===== src/hw/rtl/rgba_summed_area_table_unit_defines.svh =====
// ----------------------------------------------------------------------------
// rgba summed area table unit - assertion macros
// Concurrent assertion helpers; defining ASSERT_OFF compiles them away.
// ----------------------------------------------------------------------------
`ifndef RGBA_SUMMED_AREA_TABLE_UNIT_DEFINES_SVH
`define RGBA_SUMMED_AREA_TABLE_UNIT_DEFINES_SVH

`ifndef ASSERT_OFF
`define RSAT_ASSERT_IMP(lbl, ante, cons) \
  lbl: assert property (@(posedge clk) disable iff (rst) (ante) |-> (cons)) \
    else $error("rgbasat same-cycle check failed");
`define RSAT_ASSERT_NXT(lbl, ante, cons) \
  lbl: assert property (@(posedge clk) disable iff (rst) (ante) |=> (cons)) \
    else $error("rgbasat next-cycle check failed");
`else
`define RSAT_ASSERT_IMP(lbl, ante, cons)
`define RSAT_ASSERT_NXT(lbl, ante, cons)
`endif

`endif


===== src/hw/rtl/rgbasat_pkg.sv =====
// ----------------------------------------------------------------------------
// rgbasat_pkg
// Shared types and codes of the rgba summed area table unit.
// ----------------------------------------------------------------------------
package rgbasat_pkg;

  localparam int CW      = 9;   // coordinate width
  localparam int LANE_W  = 24;  // table word per channel
  localparam int RSUM_W  = 16;  // running row sum per channel
  localparam int NCH     = 4;
  localparam int AREA_W  = 18;
  localparam int DIV_STEPS = 24;
  localparam int Q_DEPTH = 2;
  localparam int QPW     = 1;

  localparam logic [1:0] FUNC_LOAD = 2'd0;
  localparam logic [1:0] FUNC_AVG  = 2'd1;
  localparam logic [1:0] FUNC_SUM  = 2'd2;
  localparam logic [1:0] FUNC_RSVD = 2'd3;

  localparam logic [1:0] ST_OK         = 2'd0;
  localparam logic [1:0] ST_ZERO_AREA  = 2'd1;
  localparam logic [1:0] ST_RANGE      = 2'd2;
  localparam logic [1:0] ST_NOT_LOADED = 2'd3;

  typedef logic [NCH-1:0][LANE_W-1:0] lane_arr_t;

  // decoded work item; loads use x0/y0 as the write position
  typedef struct packed {
    logic [1:0]        func;
    logic [1:0]        status;
    logic [31:0]       pixel;
    logic [CW-1:0]     x0;
    logic [CW-1:0]     xa1;
    logic [CW-1:0]     xb1;
    logic [CW-1:0]     y0;
    logic [CW-1:0]     y1;
    logic              split;
    logic [AREA_W-1:0] area;
  } cmd_t;

  typedef struct packed {
    logic          loaded;
    logic [CW-1:0] col;
    logic [CW-1:0] row;
  } front_stat_t;

endpackage


===== src/hw/rtl/rgbasat_fifo.sv =====
// ----------------------------------------------------------------------------
// rgbasat_fifo
// Short command queue between the front and the back.
// ----------------------------------------------------------------------------
module rgbasat_fifo (
  input  logic               clk,
  input  logic               rst,
  input  logic               push,
  input  rgbasat_pkg::cmd_t  wdata,
  output logic               full,
  input  logic               pop,
  output logic               valid,
  output rgbasat_pkg::cmd_t  rdata
);
  import rgbasat_pkg::*;

  cmd_t           ent [Q_DEPTH];
  logic [QPW-1:0] wp;
  logic [QPW-1:0] rp;
  logic [QPW:0]   cnt;

  assign full  = (cnt == (QPW+1)'(Q_DEPTH));
  assign valid = (cnt != '0);
  assign rdata = ent[rp];

  always_ff @(posedge clk) begin
    if (push) begin
      ent[wp] <= wdata;
    end
  end

  always_ff @(posedge clk) begin
    if (rst) begin
      wp  <= '0;
      rp  <= '0;
      cnt <= '0;
    end else begin
      wp  <= wp + QPW'(push);
      rp  <= rp + QPW'(pop);
      cnt <= cnt + {{QPW{1'b0}}, push} - {{QPW{1'b0}}, pop};
    end
  end

endmodule


===== config.mk =====
export PLATFORM = sky130hd
export DESIGN_NAME = rgbasat_fifo
export DESIGN_NICKNAME = d
export VERILOG_FILES = /design/src/hw/rtl/rgba_summed_area_table_unit_defines.svh /design/src/hw/rtl/rgbasat_pkg.sv /design/src/hw/rtl/rgbasat_fifo.sv
export SDC_FILE = /design/constraint.sdc
export NUM_CORES = 1
export LEC_CHECK = 0
export ABC_AREA = 1
export BUFFER_PORTS_ARGS = -buffer_cell sky130_fd_sc_hd__clkbuf_2
export CAP_MARGIN = 20
export CORE_ASPECT_RATIO = 0.7
export CORE_UTILIZATION = 53
export CTS_CLUSTER_SIZE = 12
export DETAILED_ROUTE_END_ITERATION = 10
export PLACE_DENSITY = 0.79
export SLEW_MARGIN = 20
export SYNTH_ARGS = -nofsm -noshare
export SYNTH_HDL_FRONTEND = slang
export SYNTH_SLANG_ARGS = --single-unit
export TNS_END_PERCENT = 30

===== constraint.sdc =====
create_clock -name clk -period 4 [get_ports clk]
set_input_delay 0.6 -clock clk [delete_from_list [all_inputs] [get_ports clk]]
set_output_delay 0.6 -clock clk [all_outputs]
set_load 0.01 [all_outputs]

==> out/results.tsv <==
metric	value	unit
final setup fails	0	
Multi-input gate area	1590	µm²
hold buffers post-CTS	0	
peak supply drop	368	µV
WL final	13700	µm
worst r2r src	wp	
post-synthesis register bit count	204	
FF-to-FF setup slack	2.21	ns
hold slack final	0.310	ns
Final Cell Area	9610	µm²
unrepaired setup endpoints after global routing	false	
# H-tree levels	1	
Synth Area per Inst	23.3	µm²
synthesized-area fraction occupied by adder cells	0.00636	
IO Pins	206	
Placed Area	9040	µm²
final worst slack	1.17	ns
hold path startpoint	wdata[80]	
Post-route DRC	0	
Distinct cells, synth	14	
Nets	667	
Setup Fix Bufs, Post-CTS	0	
DRT iter0 DRCs	171	
MaxCap Viol Count	0	
Final Hold Vio Count	0	
Std-Cell Rows	36	
combinational family with the most area after synthesis	multiplexers	
Final min period	2.83	ns
routability cong.	0.748	
Critical Path, Cell by Cell	buf_12 > mux2_2 > clkbuf_2	
Clock transition at path regs	0.06	ns
Worst setup EP type	primary output	
Slew Limit Fails	0	
Layout Utilization	0.677	
TritonCTS buffer count	21	
Overflow after GRT	0	
core area	14200	µm²
Worst-Margin Slew	0.758	ns
Leakage Power	3.87	nW
share of layout cells above drive strength 1	0.585	
routed vias	3795	
critical-path maximum fanout	47	
worst path required time	3.40	ns
CP delay by family, top	flip-flops	
part of the power in combinational logic	0.122	
full die area	15400	µm²
Synth Area in XOR/XNOR	0.00111	
Clk Latency, worst-skew pair	0.47	ns
Die Wd	148	µm
clock share of power	0.346	
Crit Path Category	reg -> out	
P_sw	1.03	mW
Antenna Nets Post-Route	0	
post-route clock period utilization	0.709	
worst min path class	in -> reg	
Post-Syn Nets	446	
placed insts	726	
area share of and/or/nand/nor cells after synthesis	0.00493	
Layout Skew	0.00569	ns
average wire per standard cell	18.1	µm
clock sink count	204	
clk buf depth	3	
post-CTS sizing	0	
slowest stage delay, CP	0.79	ns
sequential share of the synthesized area	0.773	
Net Sw Frac	0.216	
Seq pwr share	0.532	
Mapped Cells	338	
Die H	104	µm
DPL Wire Length	9290	µm
fmax	353	MHz
Starting Density	0.555	
pre-CTS setup slack	1.64	ns
final non-filler cell total	759	
total power	4.79	mW
status	finished clean	
yosys warns	0	
Crit-path slowest cell	dfxtp_4	
CP Buf/Inv Count	2	
Netlist Area Pre-Place	7880	µm²
crit path DAT	2.23	ns
fillers	952	
crit path from	rp	
Reg area	6090	µm²
mux contribution to synthesized area	0.186	
setup TNS	0	ns
initial antenna violation count	1	
Slew HR	0.495	
port bufs	205	
GRT Util Overall	0.176	
Layout area overhead	22.0	%
root buf cell	clkbuf_16	
post-synthesis compound-gate area fraction	0.000636	
total power density per cell area	498	nW/µm²
vias per cell	5.00	
# diodes	0	
vias in the first global route	3885	
first-pass GRT wire length	20500	µm
TritonRoute pass-1 iters	4	
Int Pwr	3.76	mW
CTS tree	yes	
pin count of the biggest net entering global routing	53	
Critical Path Start Type	flip-flop	
-- registers in the layout, summed over array words and instances (netlist names) --
register / flops
ent: 200
cnt: 2
wp: 1
rp: 1
-- metal layers --
layer | up-vias | global-route usage | wire [µm]
li1 | 1770 | - | -
met1 | 1849 | 0.219 | 5650
met2 | 158 | 0.296 | 6520
met3 | 18 | 0.0632 | 1360
met4 | 0 | 0.0412 | 214
met5 | - | 0 | 0
-- Yosys cell counts --
| cell | instances | area (µm²) |
|---|---|---|
| inv_1 | 7 | 26.3 |
| nand2_1 | 4 | 15.0 |
| nor2_1 | 5 | 18.8 |
| dfxtp_1 | 4 | 80.1 |
| ha_1 | 4 | 50.1 |
| nand3_1 | 1 | 5.00 |
| mux2_2 | 10 | 113 |
| buf_2 | 1 | 5.00 |
| buf_6 | 1 | 11.3 |
| a21oi_1 | 1 | 5.00 |
| xnor2_1 | 1 | 8.76 |
| mux2_4 | 90 | 1350 |
| buf_12 | 9 | 180 |
| edfxtp_1 | 200 | 6010 |
-- logic make-up after synthesis --
logic type | Yosys count
xor+xnor | 1
compound gates | 1
flops | 204
fa+ha+maj | 4
mux | 100
buf+inv | 18
simple gates | 10
-- power groups by stage --
stage	sequential, mW	combinational [mW]	clock (mW)
6_report	2.55	0.583	1.66
5_1_grt	2.56	0.623	1.78
4_1_cts	2.55	0.591	1.70
3_5_place_dp	2.59	0.590	0
3_3_place_gp	2.59	0.577	0
2_1_floorplan	2.57	0.403	0
-- cell usage in the layout, fill, tap and decap left out, types with 3 or more instances in the layout --
| cell | n |
|---|---|
| clkbuf_16 | 21 |
| dfxtp_1 | 3 |
| nor2_1 | 5 |
| clkinv_1 | 4 |
| edfxtp_1 | 200 |
| buf_12 | 3 |
| clkbuf_1 | 8 |
| nand2_1 | 4 |
| inv_1 | 7 |
| mux2_4 | 90 |
| clkbuf_2 | 205 |
| mux2_2 | 10 |
-- worst register-to-register path: stages (launching register included) --
cell and delay, ns:
dfxtp_1 0.33, inv_1 0.10, ha_4 0.63, buf_12 0.38
-- layout make-up --
| type | instances | share of cell area |
|---|---|---|
| multi-input combinational | 116 | 0.166 |
| timing repair buffer | 209 | 0.114 |
| clock buffer | 29 | 0.0578 |
| sequential | 204 | 0.634 |
| tap | 190 | 0.0247 |
| clock inverter | 4 | 0.00156 |
| inverter | 7 | 0.00273 |
-- path summary, 6_finish.rpt --
kind,endpoint,depth (start not counted)
worst max register to register,ent[0][81],3
worst min register to register,cnt[1],4
worst min-delay path,ent[1][80],1
worst max-delay path,rdata[83],3
No activity file was read; power rests on OpenSTA's default activity.
