[src/hw/rtl/rgba_summed_area_table_unit_defines.svh]
// ----------------------------------------------------------------------------
// rgba summed area table unit - assertion macros
// Concurrent assertion helpers; defining ASSERT_OFF compiles them away.
// ----------------------------------------------------------------------------
`ifndef RGBA_SUMMED_AREA_TABLE_UNIT_DEFINES_SVH
`define RGBA_SUMMED_AREA_TABLE_UNIT_DEFINES_SVH

`ifndef ASSERT_OFF
`define RSAT_ASSERT_IMP(lbl, ante, cons) \
  lbl: assert property (@(posedge clk) disable iff (rst) (ante) |-> (cons)) \
    else $error("rgbasat same-cycle check failed");
`define RSAT_ASSERT_NXT(lbl, ante, cons) \
  lbl: assert property (@(posedge clk) disable iff (rst) (ante) |=> (cons)) \
    else $error("rgbasat next-cycle check failed");
`else
`define RSAT_ASSERT_IMP(lbl, ante, cons)
`define RSAT_ASSERT_NXT(lbl, ante, cons)
`endif

`endif

[src/hw/rtl/rgbasat_pkg.sv]
// ----------------------------------------------------------------------------
// rgbasat_pkg
// Shared types and codes of the rgba summed area table unit.
// ----------------------------------------------------------------------------
package rgbasat_pkg;

  localparam int CW      = 9;   // coordinate width
  localparam int LANE_W  = 24;  // table word per channel
  localparam int RSUM_W  = 16;  // running row sum per channel
  localparam int NCH     = 4;
  localparam int AREA_W  = 18;
  localparam int DIV_STEPS = 24;
  localparam int Q_DEPTH = 2;
  localparam int QPW     = 1;

  localparam logic [1:0] FUNC_LOAD = 2'd0;
  localparam logic [1:0] FUNC_AVG  = 2'd1;
  localparam logic [1:0] FUNC_SUM  = 2'd2;
  localparam logic [1:0] FUNC_RSVD = 2'd3;

  localparam logic [1:0] ST_OK         = 2'd0;
  localparam logic [1:0] ST_ZERO_AREA  = 2'd1;
  localparam logic [1:0] ST_RANGE      = 2'd2;
  localparam logic [1:0] ST_NOT_LOADED = 2'd3;

  typedef logic [NCH-1:0][LANE_W-1:0] lane_arr_t;

  // decoded work item; loads use x0/y0 as the write position
  typedef struct packed {
    logic [1:0]        func;
    logic [1:0]        status;
    logic [31:0]       pixel;
    logic [CW-1:0]     x0;
    logic [CW-1:0]     xa1;
    logic [CW-1:0]     xb1;
    logic [CW-1:0]     y0;
    logic [CW-1:0]     y1;
    logic              split;
    logic [AREA_W-1:0] area;
  } cmd_t;

  typedef struct packed {
    logic          loaded;
    logic [CW-1:0] col;
    logic [CW-1:0] row;
  } front_stat_t;

endpackage

[src/hw/rtl/rgbasat_front.sv]
// ----------------------------------------------------------------------------
// rgbasat_front
// Accepts items, tracks the load position and classifies queries.
// ----------------------------------------------------------------------------
module rgbasat_front (
  input  logic                      clk,
  input  logic                      rst,
  input  logic                      in_valid,
  output logic                      in_ready,
  input  logic [1:0]                func,
  input  logic [31:0]               pixel,
  input  logic signed [8:0]         query_x,
  input  logic [8:0]                query_y,
  input  logic [8:0]                query_width,
  input  logic [8:0]                query_height,
  input  logic [8:0]                region_width,
  input  logic [8:0]                region_height,
  input  logic                      cfg_wr,
  input  logic                      q_full,
  output logic                      q_push,
  output rgbasat_pkg::cmd_t         q_data,
  output rgbasat_pkg::front_stat_t  stat
);
  import rgbasat_pkg::*;

  logic          loaded;
  logic [CW-1:0] load_col;
  logic [CW-1:0] load_row;
  logic          accept;
  logic          is_load;
  logic [10:0]   qx_w;
  logic [9:0]    x1;
  logic [9:0]    ybot;
  logic          range_bad;
  logic [1:0]    st;
  logic          split;
  logic [9:0]    col_inc;
  logic [9:0]    row_inc;

  assign in_ready = !q_full;
  assign accept   = in_valid && !q_full;
  assign is_load  = (func == FUNC_LOAD);
  assign q_push   = accept && (func != FUNC_RSVD);

  always_comb begin
    // negative left column wraps from the right edge
    qx_w = {{2{query_x[8]}}, query_x} + (query_x[8] ? {2'b00, region_width} : 11'd0);
    ybot = {1'b0, query_y} + {1'b0, query_height};
    range_bad = qx_w[10] || (qx_w[9:0] >= {1'b0, region_width}) ||
                (query_width > region_width) || (ybot > {1'b0, region_height});
    if (!loaded) begin
      st = ST_NOT_LOADED;
    end else if (query_width == 9'd0 || query_height == 9'd0) begin
      st = ST_ZERO_AREA;
    end else if (range_bad) begin
      st = ST_RANGE;
    end else begin
      st = ST_OK;
    end
    x1    = {1'b0, qx_w[8:0]} + {1'b0, query_width};
    split = x1 > {1'b0, region_width};

    q_data.func   = func;
    q_data.status = is_load ? ST_OK : st;
    q_data.pixel  = pixel;
    q_data.x0     = is_load ? load_col : qx_w[8:0];
    q_data.xa1    = split ? region_width : x1[8:0];
    q_data.xb1    = 9'(x1 - {1'b0, region_width});
    q_data.y0     = is_load ? load_row : query_y;
    q_data.y1     = ybot[8:0];
    q_data.split  = split;
    q_data.area   = AREA_W'(query_width) * AREA_W'(query_height);
  end

  assign col_inc = {1'b0, load_col} + 10'd1;
  assign row_inc = {1'b0, load_row} + 10'd1;

  always_ff @(posedge clk) begin
    if (rst) begin
      loaded   <= 1'b0;
      load_col <= '0;
      load_row <= '0;
    end else if (cfg_wr) begin
      loaded   <= 1'b0;
      load_col <= '0;
      load_row <= '0;
    end else if (accept && is_load) begin
      loaded <= 1'b0;
      if (col_inc >= {1'b0, region_width}) begin
        load_col <= '0;
        if (row_inc >= {1'b0, region_height}) begin
          load_row <= '0;
          loaded   <= 1'b1;
        end else begin
          load_row <= row_inc[8:0];
        end
      end else begin
        load_col <= col_inc[8:0];
      end
    end
  end

  assign stat.loaded = loaded;
  assign stat.col    = load_col;
  assign stat.row    = load_row;

endmodule

[config.mk]
export PLATFORM = sky130hd
export DESIGN_NAME = rgbasat_front
export DESIGN_NICKNAME = d
export VERILOG_FILES = /design/src/hw/rtl/rgba_summed_area_table_unit_defines.svh /design/src/hw/rtl/rgbasat_pkg.sv /design/src/hw/rtl/rgbasat_front.sv
export SDC_FILE = /design/constraint.sdc
export NUM_CORES = 1
export LEC_CHECK = 0
export ABC_AREA = 1
export BUFFER_PORTS_ARGS = -buffer_cell sky130_fd_sc_hd__buf_4
export CAP_MARGIN = 30
export CORE_UTILIZATION = 55
export DETAILED_ROUTE_END_ITERATION = 8
export GPL_TIMING_DRIVEN = 0
export PLACE_DENSITY = 0.87
export SYNTH_ARGS = -nofsm -noshare
export SYNTH_HDL_FRONTEND = slang
export SYNTH_SLANG_ARGS = --single-unit
[constraint.sdc]
create_clock -name clk -period 13 [get_ports clk]
set_input_delay 1.95 -clock clk [delete_from_list [all_inputs] [get_ports clk]]
set_output_delay 1.95 -clock clk [all_outputs]
set_load 0.01 [all_outputs]
==> out/results.txt, run 1 <==
status: finished, final reports clean
R2R Path End: load_col[2]
worst-path fanout max: 10
Initial Util: 57.2%
Tcrit/Tclk final: 66.1%
Hold Startpoint: loaded
mean post-synth cell area: 6.64 um^2
area delta synth->final: 23.6%
Synth Net Count: 1,320
Synth area leader: ha_1
antenna violations before repair: 0
post-CTS setup buffer count: 0
Syn Inst Count: 1,053
total number of yosys warnings: 0
Worst Setup SP: query_width[0]
clk_lat worst skew: 0.25 ns
WP buf/inv: 7
DR iter-0 viols: 425
area occupied by multi-input gates: 5340 um^2
DRC errors left: 0
Post-synth ARST share: 0%
Area contributors post-synth: ha_1 (21%), fa_1 (15%), nand2_1 (14%)
clock skew: 0.00288 ns
Worst Path Arrival: 6.64 ns
Leak: 0.00519 uW
library cells used by synthesis: 43
Fin Setup TNS: 0 ns
Least-Margin Pin Slew: 0.608 ns
Worst setup SP type: input pin
setup slack, reg-to-reg: 10.10 ns
htree depth: 1
Nets: 1,506
Max-Cap Viols: 0
WL final: 18,700 um
vias per std cell: 5.21
die area: 13,200 um^2
reg-to-reg critical path startpoint: load_col[0]
Final Slew Violations: 0
total global-route track usage: 28.4%
layout cell share with drive strength beyond 1: 19.1%
Post-synth EDFFs: 0
worst vdd ir: 111 uV
DR vias: 7,319
Final Critical Period: 8.59 ns
top-count cell post-synth: nand2_1
CP endpoint: q_data[15]
TritonCTS Sinks: 19
largest net degree at the start of global routing: 11
Primary FF master, synth: dfxtp_1
RSZ-0062 raised after global routing: false
drt first pass iters: 5
WL/cell: 13.3 um
Critical Path Stages: 19
Slowest cell on crit path: fa_1
setup violators final: 0
post-synthesis sequential area ratio: 5.44%
Post-CTS Hold Buffers: 0
core area: 12,200 um^2
Die Y: 115 um
Worst Reg-to-Reg Cells: 19
Hold/Removal Path Class: flip-flop to flip-flop
post-route ant nets: 0
DP Wirelength: 15,800 um
pwr dens: 113 nW/um^2
I/O Pins: 214
post-cts gate resize count: 0
Clk pin slew, worst setup/hold paths: 0.05 ns
CTS tree: built
Placement Rows: 40
post-synth top area share: 21.5%
first-pass GRT wire length: 30,300 um
Fillers: 1,085
endpoints failing hold: 0
final total power: 976 uW
vias in the first global route: 6,824
Worst path top cell family by delay: adder cells
ANT cells: 0
I/O Buffers: 181
Max Root-Sink Buffers: 2
grt ovf: 0
synth cell count leaders: nand2_1 (267), inv_1 (231), ha_1 (120), a21oi_1 (67), o21ai_0 (56)
GP Congestion: 0.911
critical path endpoint category: primary output
number of buffers created by CTS: 3
critical path's largest stage delay: 0.55 ns
die span in x: 115 um
#FFs+latches synth: 19
Root Driver: clkbuf_16
Crit Path Category: input pin to primary output
CP Cell Sequence: buf_4 -> clkbuf_1 -> nand2_1 -> fa_1 -> fa_1 -> inv_1 -> fa_1 -> inv_1 -> fa_1 -> inv_1 -> ha_1 -> nand2_1 -> inv_1 -> a21oi_1 -> o21ai_0 -> a21boi_0 -> o21ai_0 -> xor2_1 -> buf_4
FF/Latch Area: 380 um^2
Slew HR: 59.5%
cell area after synthesis: 6990 um^2
fmax: 116 MHz
CP required: 11.05 ns
==> where the power goes <==
part | switching, uW | total [uW] | internal (uW)
combinational | 464 | 853 | 388
clock | 22.5 | 64.2 | 41.8
sequential | 0.644 | 59.3 | 58.6
total | 487 | 976 | 489
==> how the worst min path moves through the flow <==
stage                     depth (start not counted)     end
after floorplan                                   2  loaded
after global placement                            2  loaded
after detailed placement                          2  loaded
after CTS                                         2  loaded
after global routing                              2  loaded
final                                             2  loaded
==> state kept, by name, indices dropped and copies added (netlist names) <==
name      count
load_col      9
loaded        1
load_row      9
==> per-layer routing <==
layer | vias to the layer above | routed length, um | global-route usage [%]
met5 | - | 0 | 0
met4 | 0 | 410 | 8.74
met3 | 40 | 1610 | 2.58
met2 | 353 | 9100 | 52.4
met1 | 3325 | 7540 | 35.0
li1 | 3601 | - | -
==> cell usage in the layout, fill, tap and decap left out, types with 10 or more instances in the layout <==
cell type / instances
fa_1: 54
buf_4: 218
dfxtp_1: 19
nand2_1: 267
xnor2_1: 13
inv_1: 231
o21ai_0: 56
nand3_1: 30
clkbuf_1: 24
xor2_1: 36
nor2_1: 40
nor3_1: 10
ha_1: 120
a21oi_1: 67
==> worst min-delay path: stages, from the launching register on <==
cell and delay (ns):
dfxtp_1 0.33, nand2_1 0.09, a21oi_2 0.05
==> metrics by stage <==
| stage | instances | setup WS [ns] | hold slack [ns] | area (um^2) | utilization (%) |
|---|---|---|---|---|---|
| finish | 1406 | 4.41 | 0.509 | 8640 | 70.7 |
| global route | 1406 | 4.06 | 0.547 | 8640 | 70.7 |
| CTS | 1406 | 4.42 | 0.509 | 8640 | 70.7 |
| detailed placement | 1402 | 4.43 | 0.501 | 8560 | 70.1 |
| global placement | 1402 | 4.49 | 0.499 | 8560 | 70.1 |
| floorplan | 1053 | 5.12 | 0.482 | 6990 | - |
==> cell families (layout without fill, tap and decap cells) <==
| logic type | count (synthesis) | after routing | synth area share (%) |
|---|---|---|---|
| XOR/XNOR | 49 | 49 | 6.14 |
| AND/OR/NAND/NOR | 373 | 373 | 22.3 |
| flip-flops | 19 | 19 | 5.44 |
| buffers and inverters | 296 | 481 | 18.2 |
| adder cells (fa/ha/maj) | 174 | 174 | 36.9 |
| AO/OA/AOI/OAI | 142 | 142 | 11.0 |
==> final cells by class <==
type	instances	share of cell area (%)
clock buffers	4	0.913
well taps	168	2.43
flip-flops and latches	19	4.40
inverters	234	10.2
repair buffers	181	15.7
plain buffers	62	4.51
multi-input cells	738	61.8
Power figures use the tool's default switching activity.
==> run 2, diff against run 1 <==
--- a/config.mk
+++ b/config.mk
@@ -8,10 +8,10 @@
 export ABC_AREA = 1
 export BUFFER_PORTS_ARGS = -buffer_cell sky130_fd_sc_hd__buf_4
 export CAP_MARGIN = 30
-export CORE_UTILIZATION = 55
+export CORE_UTILIZATION = 49
 export DETAILED_ROUTE_END_ITERATION = 8
 export GPL_TIMING_DRIVEN = 0
-export PLACE_DENSITY = 0.87
+export PLACE_DENSITY = 0.82
 export SYNTH_ARGS = -nofsm -noshare
 export SYNTH_HDL_FRONTEND = slang
 export SYNTH_SLANG_ARGS = --single-unit
==> constraint.sdc (replaced) <==
create_clock -name clk -period 7.3 [get_ports clk]
set_input_delay 1.095 -clock clk [delete_from_list [all_inputs] [get_ports clk]]
set_output_delay 1.095 -clock clk [all_outputs]
set_load 0.01 [all_outputs]
==> run 2 against run 1 <==
  * Worst setup slack worse by 4.0 ns
  * Clock skew is 0.00065 ns higher
  * Count of clock-buffer cells in the layout is 1 lower
  * Cell count is 0.85% higher
  * Sequential share of layout area hardly changed
  * Critical path depth stayed put
==> out/results.txt, run 2 (synthesized netlist as in run 1, its figures left out) <==
area delta synth->final: 23.8%
number of buffers created by CTS: 3 (unchanged)
Clk pin slew, worst setup/hold paths: 0.05 ns (about the same)
core area: 13,900 um^2 (+14%)
DR vias: 7,170 (-2.0%)
most common cell after layout, fill and taps aside: nand2_1
Hold/Removal Path Class: flip-flop to flip-flop
vias per std cell: 5.06 (-2.9%)
setup violators final: 0 (unchanged)
htree depth: 1 (unchanged)
WL/cell: 12.9 um (-2.7%)
largest net degree at the start of global routing: 12 (+1)
Placement Rows: 43 (+7.5%)
Max-Cap Viols: 0 (unchanged)
worst slack at placement: 0.493 ns (-3.94 ns)
GP Congestion: 0.919 (+0.89%)
CTS tree: built
Least-Margin Pin Slew: 0.540 ns (-0.0676 ns)
TritonCTS Sinks: 19 (unchanged)
Min Hold Slack: 0.535 ns (+0.0260 ns)
commonest non-fill, non-tap cells in the layout: nand2_1 (267), inv_1 (231), buf_4 (218), ha_1 (120), a21oi_1 (67)
pwr dens: 200 nW/um^2 (+77%)
Leak: 0.00520 uW (about the same)
worst-path fanout max: 10 (unchanged)
Initial Util: 50.4% (-6.9 points)
Root Driver: clkbuf_16
worst vdd ir: 130 uV (+17%)
CP required: 6.20 ns (-4.85 ns)
Fin Setup TNS: 0 ns (unchanged)
DP Wirelength: 15,700 um (-0.97%)
status: finished, final reports clean
clock skew: 0.00353 ns (+0.000650 ns)
Final Critical Period: 6.85 ns
critical path endpoint category: primary output
Tcrit/Tclk final: 93.9%
Post-CTS Hold Buffers: 0 (unchanged)
clk_lat worst skew: 0.25 ns (about the same)
Crit Path Category: input pin to primary output
post-cts gate resize count: 0 (unchanged)
CP Cell Sequence: buf_4 -> clkbuf_1 -> nand2_1 -> fa_1 -> fa_1 -> inv_1 -> fa_1 -> inv_1 -> fa_1 -> inv_1 -> ha_1 -> nand2_1 -> inv_1 -> a21oi_1 -> o21ai_0 -> a21boi_0 -> o21ai_0 -> xor2_1 -> buf_4
drt first pass iters: 5 (unchanged)
grt ovf: 0 (unchanged)
Worst Path Arrival: 5.76 ns (-0.88 ns)
die area: 14,700 um^2 (+12%)
endpoints failing hold: 0 (unchanged)
vias in the first global route: 6,687 (-2.0%)
DP Area: 8570 um^2 (+0.18%)
layout cell share with drive strength beyond 1: 19.2% (+0.081 points)
Nets: 1,506 (unchanged)
biggest regs: load_col x9, load_row x9, loaded x1
post-CTS setup buffer count: 0 (unchanged)
RSZ-0062 raised after global routing: false
Final Slew Violations: 0 (unchanged)
first-pass GRT wire length: 30,200 um (-0.41%)
die span in x: 121 um (+5.8%)
fmax: 146 MHz
post-route ant nets: 0 (unchanged)
final worst-path setup slack: 0.448 ns (-3.96 ns)
DR iter-0 viols: 270 (-36%)
Max Root-Sink Buffers: 2 (unchanged)
cell area after layout: 8650 um^2 (+0.19%)
Die Y: 121 um (+5.8%)
critical path's largest stage delay: 0.55 ns (about the same)
I/O Pins: 214 (unchanged)
Slew HR: 64.0% (+4.5 points)
I/O Buffers: 181 (unchanged)
setup slack, reg-to-reg: 4.42 ns (-5.68 ns)
Worst setup SP type: input pin
DRC errors left: 0 (unchanged)
ANT cells: 0 (unchanged)
total global-route track usage: 25.2% (-3.2 points)
WL final: 18,300 um (-1.8%)
Slowest cell on crit path: fa_1
antenna violations before repair: 0 (unchanged)
-- run 2: cell types whose count changed in the layout (fill, tap and decap cells not counted), sizes merged --
| cell | change |
|---|---|
| clkbuf | -1 |
| clkinv | +1 |
-- run 2: per-stage QoR --
step	instances	power, uW	util (%)
global route	1418	1930	62.3
CTS	1418	1730	62.3
detailed placement	1414	1620	61.8
finish	1418	1730	62.3
floorplan	1053	1070	-
global placement	1414	1590	61.8
-- run 2: final timing paths --
kind / startpoint / to / depth (start not counted)
worst max register to register: load_col[0] / load_row[5] / 21
worst max-delay path: query_height[7] / q_data[15] / 19
worst min register to register: loaded / loaded / 2
worst min-delay path: loaded / loaded / 2
-- run 2: final cells by class --
class | instances | area [um^2]
fill | 1312 | 5230
tap | 180 | 225
timing repair buffer | 181 | 1360
sequential | 19 | 380
clock inverter | 1 | 5.00
inverter | 234 | 883
clock buffer | 3 | 75.1
buffer | 62 | 389
multi-input combinational | 738 | 5340
-- run 2: worst max-delay path, delay by kind of cell --
| family | cells | cell delay (ns) |
|---|---|---|
| buffers and inverters | 7 | 0.83 |
| adders and majority gates | 5 | 2.48 |
| AOI/OAI and AO/OA | 4 | 0.95 |
| and+or+nand+nor | 2 | 0.23 |
| xor gates and xnor gates | 1 | 0.16 |
-- run 2: power breakdown --
| part | total, uW | internal [uW] | switching (uW) |
|---|---|---|---|
| combinational | 1510 | 690 | 819 |
| clock | 113 | 73.4 | 39.7 |
| sequential | 106 | 104 | 1.19 |
| total | 1730 | 868 | 860 |
-- run 2: metal layers --
layer	vias to the layer above	part of all wire (%)	track usage (%)
met5	-	0	0
met4	0	1.5	6.33
met3	24	7.4	2.77
met2	291	47	44.7
met1	3252	44	32.3
li1	3603	-	-
